[config.mk]
export PLATFORM = sky130hd
export DESIGN_NAME = dns_question_frame_parser_top_flat
export DESIGN_NICKNAME = d
export VERILOG_FILES = /design/src/rtl/core/dqfp_pkg.sv /design/src/rtl/core/dqfp_if.sv /design/src/rtl/core/dqfp_parse.sv /design/src/rtl/core/dns_question_frame_parser_top.sv /design/src/flat_wrapper.sv
export SDC_FILE = /design/constraint.sdc
export NUM_CORES = 1
export LEC_CHECK = 0
export CAP_MARGIN = 20
export CORE_MARGIN = 2
export CORE_UTILIZATION = 51
export CTS_BUF_LIST = sky130_fd_sc_hd__clkbuf_4 sky130_fd_sc_hd__clkbuf_8
export DETAILED_ROUTE_END_ITERATION = 10
export DONT_BUFFER_PORTS = 1
export PLACE_DENSITY_LB_ADDON = 0.3
export REMOVE_ABC_BUFFERS = 1
export SETUP_SLACK_MARGIN = 0.1
export SYNTH_ARGS = -nofsm -noshare
export SYNTH_HDL_FRONTEND = slang
export SYNTH_SLANG_ARGS = --single-unit
[constraint.sdc]
create_clock -name clock -period 7.2 [get_ports clock]
set_input_delay 0.36 -clock clock [delete_from_list [all_inputs] [get_ports clock]]
set_output_delay 0.36 -clock clock [all_outputs]
set_load 0.01 [all_outputs]
[src/rtl/core/dqfp_pkg.sv]
`timescale 1ns / 1ps
package dqfp_pkg;
   localparam int MaxNameBytes = 255;
   localparam logic [15:0] DefaultPort = 16'd53;
   localparam logic [15:0] DnsStart = 16'd42;
   localparam logic [15:0] PosLimit = 16'hffff;
   localparam logic [8:0] NameLenLimit = 9'd511;

   typedef enum logic [2:0] {
      PH_HEADER, PH_LENGTH, PH_LABEL, PH_TAIL, PH_COMPLETE, PH_STOP
   } phase_type;

   typedef enum logic [3:0] {
      R_NONE = 4'd0, R_SHORT = 4'd1, R_ETH = 4'd2, R_IPHDR = 4'd3, R_CAST = 4'd4,
      R_PORT = 4'd5, R_LENGTH = 4'd6, R_QDCOUNT = 4'd7, R_LABEL = 4'd8,
      R_NAMEEND = 4'd9
   } reason_type;

   localparam logic CsrDirection = 1'b0;
   localparam logic CsrPort = 1'b1;

   typedef struct packed {
      logic          accepted;
      logic [3:0]    reject_reason;
      logic          cacheable;
      logic [15:0]   transaction_id;
      logic [15:0]   query_type;
      logic [15:0]   query_class;
      logic [8:0]    question_bytes;
   } rsp_type;

   typedef struct packed {
      logic [7:0] frame_byte;
      logic       last_byte;
   } req_type;
endpackage

[src/rtl/core/dqfp_if.sv]
`timescale 1ns / 1ps
interface dqfp_req_if;
   logic       valid;
   logic       ready;
   logic [7:0] frame_byte;
   logic       last_byte;
   modport source(output valid, frame_byte, last_byte, input ready);
   modport sink(input valid, frame_byte, last_byte, output ready);
endinterface

interface dqfp_rsp_if;
   logic        valid;
   logic        ready;
   logic        accepted;
   logic [3:0]  reject_reason;
   logic        cacheable;
   logic [15:0] transaction_id;
   logic [15:0] query_type;
   logic [15:0] query_class;
   logic [8:0]  question_bytes;
   modport source(output valid, accepted, reject_reason, cacheable, transaction_id,
                  query_type, query_class, question_bytes, input ready);
   modport sink(input valid, accepted, reject_reason, cacheable, transaction_id,
                query_type, query_class, question_bytes, output ready);
endinterface

interface dqfp_csr_if;
   logic        valid;
   logic        ready;
   logic        index;
   logic [15:0] wdata;
   modport source(output valid, index, wdata, input ready);
   modport sink(input valid, index, wdata, output ready);
endinterface

[src/rtl/core/dqfp_parse.sv]
`timescale 1ns / 1ps
// Per-byte parse engine: frame state is updated as each byte is taken in,
// and on the last byte the verdict is formed from the updated state.
module dqfp_parse #(
   parameter int MAX_NAME_BYTES = dqfp_pkg::MaxNameBytes
) (
   input  logic                 clock,
   input  logic                 reset,
   input  logic                 take,
   input  dqfp_pkg::req_type    req,
   input  logic                 dir_resp,
   input  logic [15:0]          service_port,
   output dqfp_pkg::rsp_type    verdict,
   output logic                 verdict_valid
);
   import dqfp_pkg::*;

   logic [15:0] pos_ff, pos_in;
   phase_type   phase_ff, phase_in;
   logic [3:0]  err_ff, err_in;
   logic [31:0] shift_ff, shift_in;
   logic [1:0]  mac_ff, mac_in;
   logic [15:0] iplen_ff, iplen_in, udplen_ff, udplen_in, flags_ff, flags_in;
   logic [2:0]  rcz_ff, rcz_in;
   logic [5:0]  lrem_ff, lrem_in;
   logic [8:0]  nlen_ff, nlen_in;
   logic [47:0] sq_ff, sq_in;

   logic [7:0]  b;
   logic [15:0] w, off, dsize, left, fsize;
   logic [31:0] a;
   logic        uni, bad;
   logic [3:0]  reason;
   logic [8:0]  nbump;
   logic        elig;
   logic [15:0] f;

   always_comb begin
      b = req.frame_byte;
      pos_in = pos_ff; phase_in = phase_ff; err_in = err_ff; shift_in = shift_ff;
      mac_in = mac_ff; iplen_in = iplen_ff; udplen_in = udplen_ff; flags_in = flags_ff;
      rcz_in = rcz_ff; lrem_in = lrem_ff; nlen_in = nlen_ff; sq_in = sq_ff;
      off = pos_ff - DnsStart;
      dsize = udplen_ff - 16'd8;
      left = dsize - off - 16'd1;
      a = {shift_ff[23:0], b};
      w = a[15:0];
      uni = (a != 32'd0) && (a < 32'he0000000 || a > 32'hefffffff) && (a != 32'hffffffff);
      bad = 1'b0;
      nbump = (nlen_ff < NameLenLimit) ? nlen_ff + 9'd1 : nlen_ff;
      if (pos_ff < PosLimit) begin
         shift_in = a;
         pos_in = pos_ff + 16'd1;
         if (pos_ff < DnsStart) begin
            if ((pos_ff == 16'd0 || pos_ff == 16'd6) && b[0] && err_in == R_NONE) err_in = R_ETH;
            if (pos_ff < 16'd6 && b != 8'd0) mac_in[0] = 1'b1;
            if (pos_ff >= 16'd6 && pos_ff < 16'd12 && b != 8'd0) mac_in[1] = 1'b1;
            if (pos_ff == 16'd11 && mac_in != 2'b11 && err_in == R_NONE) err_in = R_ETH;
            if (pos_ff == 16'd13 && w != 16'h0800 && err_in == R_NONE) err_in = R_ETH;
            if (pos_ff == 16'd14 && b != 8'h45 && err_in == R_NONE) err_in = R_IPHDR;
            if (pos_ff == 16'd17) iplen_in = w;
            if (pos_ff == 16'd21 && (w & 16'h3fff) != 16'd0 && err_in == R_NONE)
               err_in = R_IPHDR;
            if (pos_ff == 16'd23 && b != 8'd17 && err_in == R_NONE) err_in = R_IPHDR;
            if ((pos_ff == 16'd29 || pos_ff == 16'd33) && !dir_resp && !uni &&
                err_in == R_NONE) err_in = R_CAST;
            if (pos_ff == 16'd37) begin
               bad = !dir_resp ? (w != service_port || a[31:16] == 16'd0)
                               : (a[31:16] != service_port || w == 16'd0);
               if (bad && err_in == R_NONE) err_in = R_PORT;
            end
            if (pos_ff == 16'd39) begin
               udplen_in = w;
               if ((iplen_ff != w + 16'd20 || {1'b0, iplen_ff} != {1'b0, w} + 17'd20 ||
                    w < 16'd20) && err_in == R_NONE) err_in = R_LENGTH;
            end
         end else if (err_ff == R_NONE && off < dsize) begin
            if (off < 16'd12) begin
               if (off == 16'd1) sq_in = {w, 32'd0};
               else if (off == 16'd3) flags_in = w;
               else if (off == 16'd5 && w != 16'd1) err_in = R_QDCOUNT;
               else if (off == 16'd7 && w == 16'd0) rcz_in[0] = 1'b1;
               else if (off == 16'd9 && w == 16'd0) rcz_in[1] = 1'b1;
               else if (off == 16'd11) begin
                  if (w == 16'd0) rcz_in[2] = 1'b1;
                  phase_in = PH_LENGTH;
               end
            end else begin
               unique case (phase_ff)
                  PH_LENGTH: begin
                     nlen_in = nbump;
                     if ((b & 8'hc0) != 8'd0) begin
                        err_in = R_LABEL; phase_in = PH_STOP;
                     end else if (b == 8'd0) begin
                        if (left < 16'd4 || nbump > 9'(MAX_NAME_BYTES)) begin
                           err_in = R_NAMEEND; phase_in = PH_STOP;
                        end else begin
                           lrem_in = 6'd4; phase_in = PH_TAIL;
                        end
                     end else if ({8'd0, b} > left) begin
                        err_in = R_LABEL; phase_in = PH_STOP;
                     end else begin
                        lrem_in = b[5:0]; phase_in = PH_LABEL;
                     end
                  end
                  PH_LABEL: begin
                     nlen_in = nbump;
                     lrem_in = lrem_ff - 6'd1;
                     if (lrem_in == 6'd0) phase_in = PH_LENGTH;
                  end
                  PH_TAIL: begin
                     lrem_in = lrem_ff - 6'd1;
                     if (lrem_in == 6'd0) begin
                        sq_in = {sq_ff[47:32], a}; phase_in = PH_COMPLETE;
                     end
                  end
                  default: ;
               endcase
            end
         end
      end
      fsize = pos_in;
      if (fsize < DnsStart) reason = R_SHORT;
      else if (err_in != R_NONE && err_in < R_QDCOUNT) reason = err_in;
      else if ({1'b0, udplen_in} + 17'd34 > {1'b0, fsize}) reason = R_LENGTH;
      else if (err_in != R_NONE) reason = err_in;
      else if (phase_in != PH_COMPLETE) reason = R_NAMEEND;
      else reason = R_NONE;
      f = flags_in;
      if (!dir_resp)
         elig = !f[15] && (f & 16'h7a70) == 16'd0 && f[8] && rcz_in == 3'b111 &&
                sq_in[31:16] == 16'd1 && sq_in[15:0] == 16'd1 &&
                {1'b0, udplen_in} - 17'd8 == 17'd16 + {8'd0, nlen_in};
      else
         elig = f[15] && (f & 16'h7a50) == 16'd0 && f[8] &&
                ((f & 16'h000f) == 16'd0 || (f & 16'h000f) == 16'd3) && rcz_in[2] &&
                sq_in[31:16] == 16'd1 && sq_in[15:0] == 16'd1;
      verdict = '0;
      verdict.accepted = (reason == R_NONE);
      verdict.reject_reason = reason;
      if (reason == R_NONE) begin
         verdict.cacheable = elig;
         verdict.transaction_id = sq_in[47:32];
         verdict.query_type = sq_in[31:16];
         verdict.query_class = sq_in[15:0];
         verdict.question_bytes = nlen_in + 9'd4;
      end
      verdict_valid = take && req.last_byte;
   end

   always_ff @(posedge clock) begin
      if (reset || (take && req.last_byte)) begin
         pos_ff <= '0; phase_ff <= PH_HEADER; err_ff <= R_NONE; shift_ff <= '0;
         mac_ff <= '0; iplen_ff <= '0; udplen_ff <= '0; flags_ff <= '0;
         rcz_ff <= '0; lrem_ff <= '0; nlen_ff <= '0; sq_ff <= '0;
      end else if (take) begin
         pos_ff <= pos_in; phase_ff <= phase_in; err_ff <= err_in; shift_ff <= shift_in;
         mac_ff <= mac_in; iplen_ff <= iplen_in; udplen_ff <= udplen_in;
         flags_ff <= flags_in; rcz_ff <= rcz_in; lrem_ff <= lrem_in;
         nlen_ff <= nlen_in; sq_ff <= sq_in;
      end
   end
endmodule

[src/rtl/core/dns_question_frame_parser_top.sv]
`timescale 1ns / 1ps
// The verdict is registered and appears on the response channel in the cycle after the last beat.
// Throughput: one frame byte per cycle unless a held verdict stalls the request side;
// the parse engine updates all frame state in the same cycle a beat is taken, and
// the response register frees itself as soon as it is taken.
// Reset: synchronous, active high; clears frame state, direction to query, port to 53.
module dns_question_frame_parser_top #(
   parameter int MAX_NAME_BYTES = dqfp_pkg::MaxNameBytes
) (
   input logic    clock,
   input logic    reset,
   dqfp_req_if.sink   req,
   dqfp_rsp_if.source rsp,
   dqfp_csr_if.sink   csr
);
   import dqfp_pkg::*;

   // Configuration registers, always writable.
   logic        dir_ff;
   logic [15:0] port_ff;
   req_type     req_bits;
   rsp_type     verdict, rsp_ff;
   logic        vvalid, rvalid_ff, take;

   assign csr.ready = 1'b1;
   always_ff @(posedge clock) begin
      if (reset) begin
         dir_ff <= 1'b0;
         port_ff <= DefaultPort;
      end else if (csr.valid) begin
         unique case (csr.index)
            CsrDirection: dir_ff <= csr.wdata[0];
            CsrPort: port_ff <= csr.wdata;
            default: ;
         endcase
      end
   end

   // A beat is taken whenever the response slot is empty or being drained;
   // only the last beat of a frame fills it.
   assign req.ready = !rvalid_ff || rsp.ready;
   assign take = req.valid && req.ready;
   assign req_bits = '{frame_byte: req.frame_byte, last_byte: req.last_byte};

   dqfp_parse #(.MAX_NAME_BYTES(MAX_NAME_BYTES)) u_parse (
      .clock(clock), .reset(reset), .take(take), .req(req_bits),
      .dir_resp(dir_ff), .service_port(port_ff),
      .verdict(verdict), .verdict_valid(vvalid)
   );

   always_ff @(posedge clock) begin
      if (reset) rvalid_ff <= 1'b0;
      else if (vvalid) rvalid_ff <= 1'b1;
      else if (rsp.ready) rvalid_ff <= 1'b0;
   end
   always_ff @(posedge clock) begin
      if (vvalid) rsp_ff <= verdict;
   end

   assign rsp.valid = rvalid_ff;
   assign rsp.accepted = rsp_ff.accepted;
   assign rsp.reject_reason = rsp_ff.reject_reason;
   assign rsp.cacheable = rsp_ff.cacheable;
   assign rsp.transaction_id = rsp_ff.transaction_id;
   assign rsp.query_type = rsp_ff.query_type;
   assign rsp.query_class = rsp_ff.query_class;
   assign rsp.question_bytes = rsp_ff.question_bytes;
endmodule

[src/flat_wrapper.sv]
// flat-port wrapper written by rule: the top's interface ports become plain ports
module dns_question_frame_parser_top_flat import dqfp_pkg::*;
#(
   parameter int MAX_NAME_BYTES = dqfp_pkg::MaxNameBytes
)
  (clock, reset, req_valid, req_frame_byte, req_last_byte, req_ready, rsp_valid, rsp_accepted, rsp_reject_reason, rsp_cacheable, rsp_transaction_id, rsp_query_type, rsp_query_class, rsp_question_bytes, rsp_ready, csr_valid, csr_index, csr_wdata, csr_ready);
  dqfp_req_if req_i ();
  dqfp_rsp_if rsp_i ();
  dqfp_csr_if csr_i ();
  input logic clock;
  input logic reset;
  input wire logic [$bits(req_i.valid)-1:0] req_valid;
  input wire logic [$bits(req_i.frame_byte)-1:0] req_frame_byte;
  input wire logic [$bits(req_i.last_byte)-1:0] req_last_byte;
  output wire logic [$bits(req_i.ready)-1:0] req_ready;
  output wire logic [$bits(rsp_i.valid)-1:0] rsp_valid;
  output wire logic [$bits(rsp_i.accepted)-1:0] rsp_accepted;
  output wire logic [$bits(rsp_i.reject_reason)-1:0] rsp_reject_reason;
  output wire logic [$bits(rsp_i.cacheable)-1:0] rsp_cacheable;
  output wire logic [$bits(rsp_i.transaction_id)-1:0] rsp_transaction_id;
  output wire logic [$bits(rsp_i.query_type)-1:0] rsp_query_type;
  output wire logic [$bits(rsp_i.query_class)-1:0] rsp_query_class;
  output wire logic [$bits(rsp_i.question_bytes)-1:0] rsp_question_bytes;
  input wire logic [$bits(rsp_i.ready)-1:0] rsp_ready;
  input wire logic [$bits(csr_i.valid)-1:0] csr_valid;
  input wire logic [$bits(csr_i.index)-1:0] csr_index;
  input wire logic [$bits(csr_i.wdata)-1:0] csr_wdata;
  output wire logic [$bits(csr_i.ready)-1:0] csr_ready;
  assign req_i.valid = req_valid;
  assign req_i.frame_byte = req_frame_byte;
  assign req_i.last_byte = req_last_byte;
  assign req_ready = req_i.ready;
  assign rsp_valid = rsp_i.valid;
  assign rsp_accepted = rsp_i.accepted;
  assign rsp_reject_reason = rsp_i.reject_reason;
  assign rsp_cacheable = rsp_i.cacheable;
  assign rsp_transaction_id = rsp_i.transaction_id;
  assign rsp_query_type = rsp_i.query_type;
  assign rsp_query_class = rsp_i.query_class;
  assign rsp_question_bytes = rsp_i.question_bytes;
  assign rsp_i.ready = rsp_ready;
  assign csr_i.valid = csr_valid;
  assign csr_i.index = csr_index;
  assign csr_i.wdata = csr_wdata;
  assign csr_ready = csr_i.ready;
  dns_question_frame_parser_top #(.MAX_NAME_BYTES(MAX_NAME_BYTES)) u_core (.clock(clock), .reset(reset), .req(req_i), .rsp(rsp_i), .csr(csr_i));
endmodule
==> impl_metrics.ini, run 1 <==
[run]
maxCapViolCount = 0

[floorplan]
die_w_um = 181
dieArea_mm2 = 0.0327
io_pins = 97
rows = 64
core_area_mm2 = 0.0307
initial_core_util_pct = 52.0
die_height_um = 181

[drt]
wl_per_cell_um = 22.1
drt_iter0_drc = 1965
wl_um = 53700
routed-via-count = 15500
viasPerCell = 6.39
postRouteAntennaNets = 0
drcViolationCount = 0
first_pass_iters = 6

[synthesis]
ys_seq_area_share_pct = 34.3
synth_top_area_share_pct = 22.5
syn_inst = 2031
synth.largest_area_cell = dfxtp_1
yosysUniqueCellTypes = 85
synth_edf_count = 63
syn_area_mm2 = 0.0159
synth_area_leaders = dfxtp_1, edfxtp_1, nand2_1
ys.warnings.count = 0
synth_seq_cells = 242
async_flop_share_pct = 0
synth_top_flop_cell = dfxtp_1
syn-mean-instance-area_um2 = 7.85

[sta]
rsz0062_at_grt = false
finalMaxSlewViolations = 0
setup_viol = 0
hold_viol = 0
clock_skew_ns = 0.0311
setup_tns_ns = 0
timing.fmax_mhz = 150
worst_pin_slew_ns = 1.11
finalCriticalPeriod_ns = 6.65
slew_headroom_pct = 23.8
period_share_pct = 92.3

[clocking]
postCtsSetupRepairBufs = 0
cts.sinks = 242
htree_levels = 2
cts_buffers = 42
tritoncts = done
cts_root_buffer = clkbuf_8
cts.path.max_buffers = 3
clkTransAtPathRegs_ns = 0.06
clock_latency_ns = 0.57

[power]
p_leak_uw = 0.00625
power.density_mw_per_mm2 = 187
irDropWorstVdd_v = 0.000193

[critical_path]
worstPathRequired_ns = 7.56
end_kind = flop
cp_slowest_cell = or3_1
critical-path-max-stage-delay_ns = 0.48
critPathKind = reg -> reg
path_max_fanout = 12
cp_num_buf_inv = 2
cp.arrival_ns = 7.01
critPathTopFamily = simple AND/OR/NAND/NOR gates
critPathLaunchType = flop

[grt]
grt_pass1_vias = 14400
grt_max_degree = 66
grt_overflow = 0
grt_pass1_wl_um = 82700
grt_usage_pct = 31.7
antenna_found_initial = 3

[final_layout]
area_growth_pct = 8.72
post-route-cell-area_mm2 = 0.0173
largest_register = u_core.u_parse.sq_ff
nets = 2100
drive_gt1_share_pct = 7.55
reg.largest.list = u_core.u_parse.sq_ff x48, u_core.u_parse.shift_ff x24
largest_reg_flops = 48

[place]
port_buffers = 0
placed_cell_area_mm2 = 0.0162
dp_hpwl_um = 35900
place.gp.congestion = 0.996

[status]
outcome = complete, no violations

[hold_path]
min_path_type = in -> reg
-- placed cells by master, fill, tap and decap left out, types with 56 or more instances in the layout --
cell	netlist	final
a21oi_1	175	175
a22oi_1	61	61
dfxtp_1	179	179
edfxtp_1	63	63
ha_1	74	74
inv_1	60	59
nand2_1	323	323
nand3_1	56	56
nor2_1	217	216
xnor2_1	83	83
xor2_1	61	61
-- final timing paths --
path	slack [ns]	startpoint	depth (start not counted)	endpoint
setup / recovery	0.55	u_core.u_parse.pos_ff[2]$_SDFFE_PP0P_	25	u_core.rsp.cacheable$_SDFFCE_PP0P_
setup reg to reg	0.55	u_core.u_parse.pos_ff[2]$_SDFFE_PP0P_	25	u_core.rsp.cacheable$_SDFFCE_PP0P_
hold / removal	0.04	req_frame_byte[6]	2	u_core.rsp.query_class[6]$_SDFFCE_PP0P_
hold reg to reg	0.45	u_core.u_parse.sq_ff[40]$_SDFFE_PP0P_	2	u_core.u_parse.sq_ff[40]$_SDFFE_PP0P_
-- metrics by stage --
stage                     total power [µW]  util, %  setup WS, ns  hold WS [ns]  std cells
after floorplan                       1790        -        -0.329         0.427       1882
after global placement                1920     52.7         0.949         0.431       2318
after detailed placement              1920     52.7         0.601         0.433       2318
after CTS                             3240     56.4         0.593        0.0223       2421
after global routing                  3370     56.5         0.114        0.0532       2423
final                                 3250     56.5         0.552        0.0446       2424
-- synth_stat cells, types with 34 or more instances --
master    number
nor3_1        53
nor2_1       217
xnor2_1       83
a21oi_1      175
nand4_1       34
a22oi_1       61
edfxtp_1      63
dfxtp_1      179
inv_1         60
nand3_1       56
clkbuf_1     114
nor4_1        39
xor2_1        61
o21ai_0       54
ha_1          74
nand2_1      323
-- layer usage --
metal | vias to the layer above | track usage [%] | part of all wire [%]
li1 | 7157 | - | -
met1 | 7294 | 44.0 | 42
met2 | 866 | 49.3 | 44
met3 | 158 | 6.73 | 11
met4 | 4 | 10.2 | 3.1
met5 | - | 0 | 0.047
-- cells by family after synthesis --
| family | after synthesis | share of synthesized area (%) |
|---|---|---|
| buffers and inverters | 210 | 5.31 |
| and+or+nand+nor | 866 | 25.5 |
| xor gates and xnor gates | 146 | 8.19 |
| other | 1 | 0.0235 |
| AOI/OAI and AO/OA | 459 | 18.5 |
| muxes | 32 | 2.14 |
| adders and majority gates | 75 | 5.93 |
| DFF | 242 | 34.3 |
-- worst register-to-register path: stages, from the launching register on --
cell	delay, ns
dfxtp_1	0.31
clkinv_1	0.15
ha_1	0.25
nor2b_1	0.11
o21a_1	0.22
or3_1	0.41
nor3_1	0.23
xor2_1	0.25
ha_1	0.34
nand3_1	0.10
a21o_1	0.13
o211ai_1	0.16
or3_1	0.48
buf_4	0.22
nor2_1	0.32
nand2_1	0.11
xnor2_1	0.25
ha_1	0.29
xor2_1	0.18
xnor2_1	0.13
or3_1	0.31
nor4_1	0.30
o2111ai_1	0.17
a2111oi_1	0.42
nand4b_1	0.22
a2111oi_2	0.39
-- what timing repair did --
action                                  CTS  global route
hold buffers                             26             0
endpoints found under the setup margin    0             1
resized for setup                         0             1
hold endpoints to repair                 53             0
-- area by class of cell --
cell class	count	area, µm²
diodes	1	2.50
clock buffers	58	748
clock inverters	19	134
fillers	2808	13300
inverters	61	229
multi-input cells	1579	9650
flip-flops and latches	242	5480
well taps	396	495
repair buffers	68	599
-- where the power goes --
part | switching, µW | leakage (µW) | internal (µW) | total [µW]
clock network | 599 | 0.000470 | 717 | 1320
logic | 299 | 0.00373 | 171 | 469
registers | 38.8 | 0.00205 | 1420 | 1460
total | 936 | 0.00625 | 2310 | 3250
(Power assumes the default switching activity.)
==> run 2: changes to the inputs <==
--- a/config.mk
+++ b/config.mk
@@ -11,6 +11,7 @@
 export CTS_BUF_LIST = sky130_fd_sc_hd__clkbuf_4 sky130_fd_sc_hd__clkbuf_8
 export DETAILED_ROUTE_END_ITERATION = 10
 export DONT_BUFFER_PORTS = 1
+export MAX_ROUTING_LAYER = met4
 export PLACE_DENSITY_LB_ADDON = 0.3
 export REMOVE_ABC_BUFFERS = 1
 export SETUP_SLACK_MARGIN = 0.1
==> run 2 against run 1 <==
  * Die area unchanged
  * Combinational power up 1%
  * Sequential share of layout area down 0.12 points
  * Worst hold slack about the same
  * Worst setup slack better by 0.063 ns
  * Core utilization up 0.21 points
  * Highest routed layer is now met4
  * Count of clock-buffer cells in the layout up 6
  * Fmax up 0.95%
  * Largest power group unchanged
  * Design area up 0.37%
==> impl_metrics.ini, run 2 (synthesis results as in run 1) <==
[sta]
hold_viol = 0
timing.fmax_mhz = 152
period_share_pct = 91.5
rsz0062_at_grt = false
finalMaxSlewViolations = 0
finalCriticalPeriod_ns = 6.59
worst_pin_slew_ns = 1.10
setup_tns_ns = 0
layout_setup_ws_ns = 0.615
slew_headroom_pct = 26.6
clock_skew_ns = 0.0367
setup_viol = 0

[grt]
antenna_found_initial = 1
grt_overflow = 0
grt_pass1_vias = 14500
grt_usage_pct = 33.0
grt_pass1_wl_um = 83200
grt_max_degree = 65

[clocking]
cts_buffers = 43
cts.sinks = 242
clock_latency_ns = 0.56
cts.path.max_buffers = 3
htree_levels = 2
tritoncts = done
cts_root_buffer = clkbuf_8
clkTransAtPathRegs_ns = 0.07

[critical_path]
critPathTopFamily = simple AND/OR/NAND/NOR gates
critPathKind = reg -> reg
r2r_cells = 26
r2r_setup_slack_ns = 0.61
end_kind = flop
cp.depth = 26
path_max_fanout = 13
critPathLaunchType = flop
critical-path-max-stage-delay_ns = 0.49
cp.arrival_ns = 6.93
worstPathRequired_ns = 7.55
cp_slowest_cell = or4_1
cp_num_buf_inv = 4

[final_layout]
layout_commonest_cell = nand2_1
drive_gt1_share_pct = 8.13
largest_reg_flops = 48
largest_register = u_core.u_parse.sq_ff
area_growth_pct = 9.13
reg.largest.list = u_core.u_parse.sq_ff x48, u_core.u_parse.shift_ff x24
final_cell_mix = nand2_1, nor2_1, dfxtp_1
nets = 2102

[drt]
wl_um = 54400
first_pass_iters = 6
postRouteAntennaNets = 0
drcViolationCount = 0
drt_iter0_drc = 2386
wl_per_cell_um = 22.4
routed-via-count = 15700
viasPerCell = 6.46

[power]
p_switching_uw = 953
p_leak_uw = 0.00628
p_sw_share_pct = 28.4
pwr-share-clk_pct = 42.2
pwr-share-seq_pct = 43.6
irDropWorstVdd_v = 0.000137
combPwrFrac_pct = 14.2
internal_power_uw = 2400
power_uw = 3350
power.density_mw_per_mm2 = 193

[floorplan]
die_w_um = 181
dieArea_mm2 = 0.0327
io_pins = 97
core_area_mm2 = 0.0307
rows = 64
die_height_um = 181
initial_core_util_pct = 52.0

[place]
dp_hpwl_um = 36100
port_buffers = 0
dp_slack_ns = 0.551
place.gp.congestion = 1.04

[hold_path]
holdPathStages = 3
min_path_type = in -> reg

[run]
maxCapViolCount = 0

[status]
outcome = complete, no violations
==> run 2: cell types whose count changed in the layout (fill, tap and decap cells not counted), moves of 2 or more <==
cell and delta:
buf_4 +2, bufinv_16 +2, clkbuf_4 +9, clkbuf_8 -3, clkinv_1 -4, clkinv_2 -2, ha_1 -2, ha_2 +2
==> run 2: tightest hold or removal path: cells and delay by family <==
kind	cells	cell delay (ns)
simple gates	2	0.10
mux	1	0.11
==> run 2: power groups by stage <==
| stage | Clock [µW] | Combinational, µW | Sequential, µW |
|---|---|---|---|
| 3_5_place_dp | 0 | 437 | 1490 |
| 5_1_grt | 1490 | 515 | 1460 |
| 2_1_floorplan | 0 | 306 | 1490 |
| 4_1_cts | 1430 | 459 | 1460 |
| 3_3_place_gp | 0 | 432 | 1490 |
| 6_report | 1410 | 476 | 1460 |
==> run 2: layout make-up <==
cell class	count	area [µm²]
repair buffers	69	587
inverters	61	229
well taps	396	495
multi-input cells	1579	9670
clock inverters	15	166
fillers	2781	13300
diodes	2	5.00
clock buffers	64	774
flip-flops and latches	242	5480
==> run 2: worst paths after layout <==
check | from | endpoint
setup / recovery | u_core.u_parse.pos_ff[2]$_SDFFE_PP0P_ | u_core.rsp.cacheable$_SDFFCE_PP0P_
hold / removal | csr_index | u_core.dir_ff$_SDFFE_PP0P_
setup reg to reg | u_core.u_parse.pos_ff[2]$_SDFFE_PP0P_ | u_core.rsp.cacheable$_SDFFCE_PP0P_
hold reg to reg | u_core.u_parse.sq_ff[33]$_SDFFE_PP0P_ | u_core.u_parse.sq_ff[33]$_SDFFE_PP0P_
==> run 2: what timing repair did <==
item	4_1_cts	5_1_grt
resized for setup	0	6
setup endpoints to repair	0	1
hold buffers	26	0
endpoints found under the hold margin	53	0
setup buffers	0	2
==> run 2: stage by stage <==
| stage | cell area, µm² | hold slack, ns | utilization, % | std cells |
|---|---|---|---|---|
| global route | 17400 | 0.0460 | 56.7 | 2427 |
| detailed placement | 16200 | 0.433 | 52.7 | 2318 |
| global placement | 16200 | 0.431 | 52.7 | 2318 |
| CTS | 17400 | 0.0190 | 56.6 | 2423 |
| finish | 17400 | 0.0441 | 56.7 | 2428 |
| floorplan | 15300 | 0.427 | - | 1882 |
==> run 2: routing by layer <==
metal | vias to the layer above | routed length (µm) | share of wire, % | track usage [%]
met5 | - | 0 | 0 | -
met2 | 961 | 23500 | 43 | 49.0
met3 | 176 | 6320 | 12 | 6.39
li1 | 7161 | - | - | -
met1 | 7397 | 22300 | 41 | 44.7
met4 | 0 | 2220 | 4.1 | 11.8
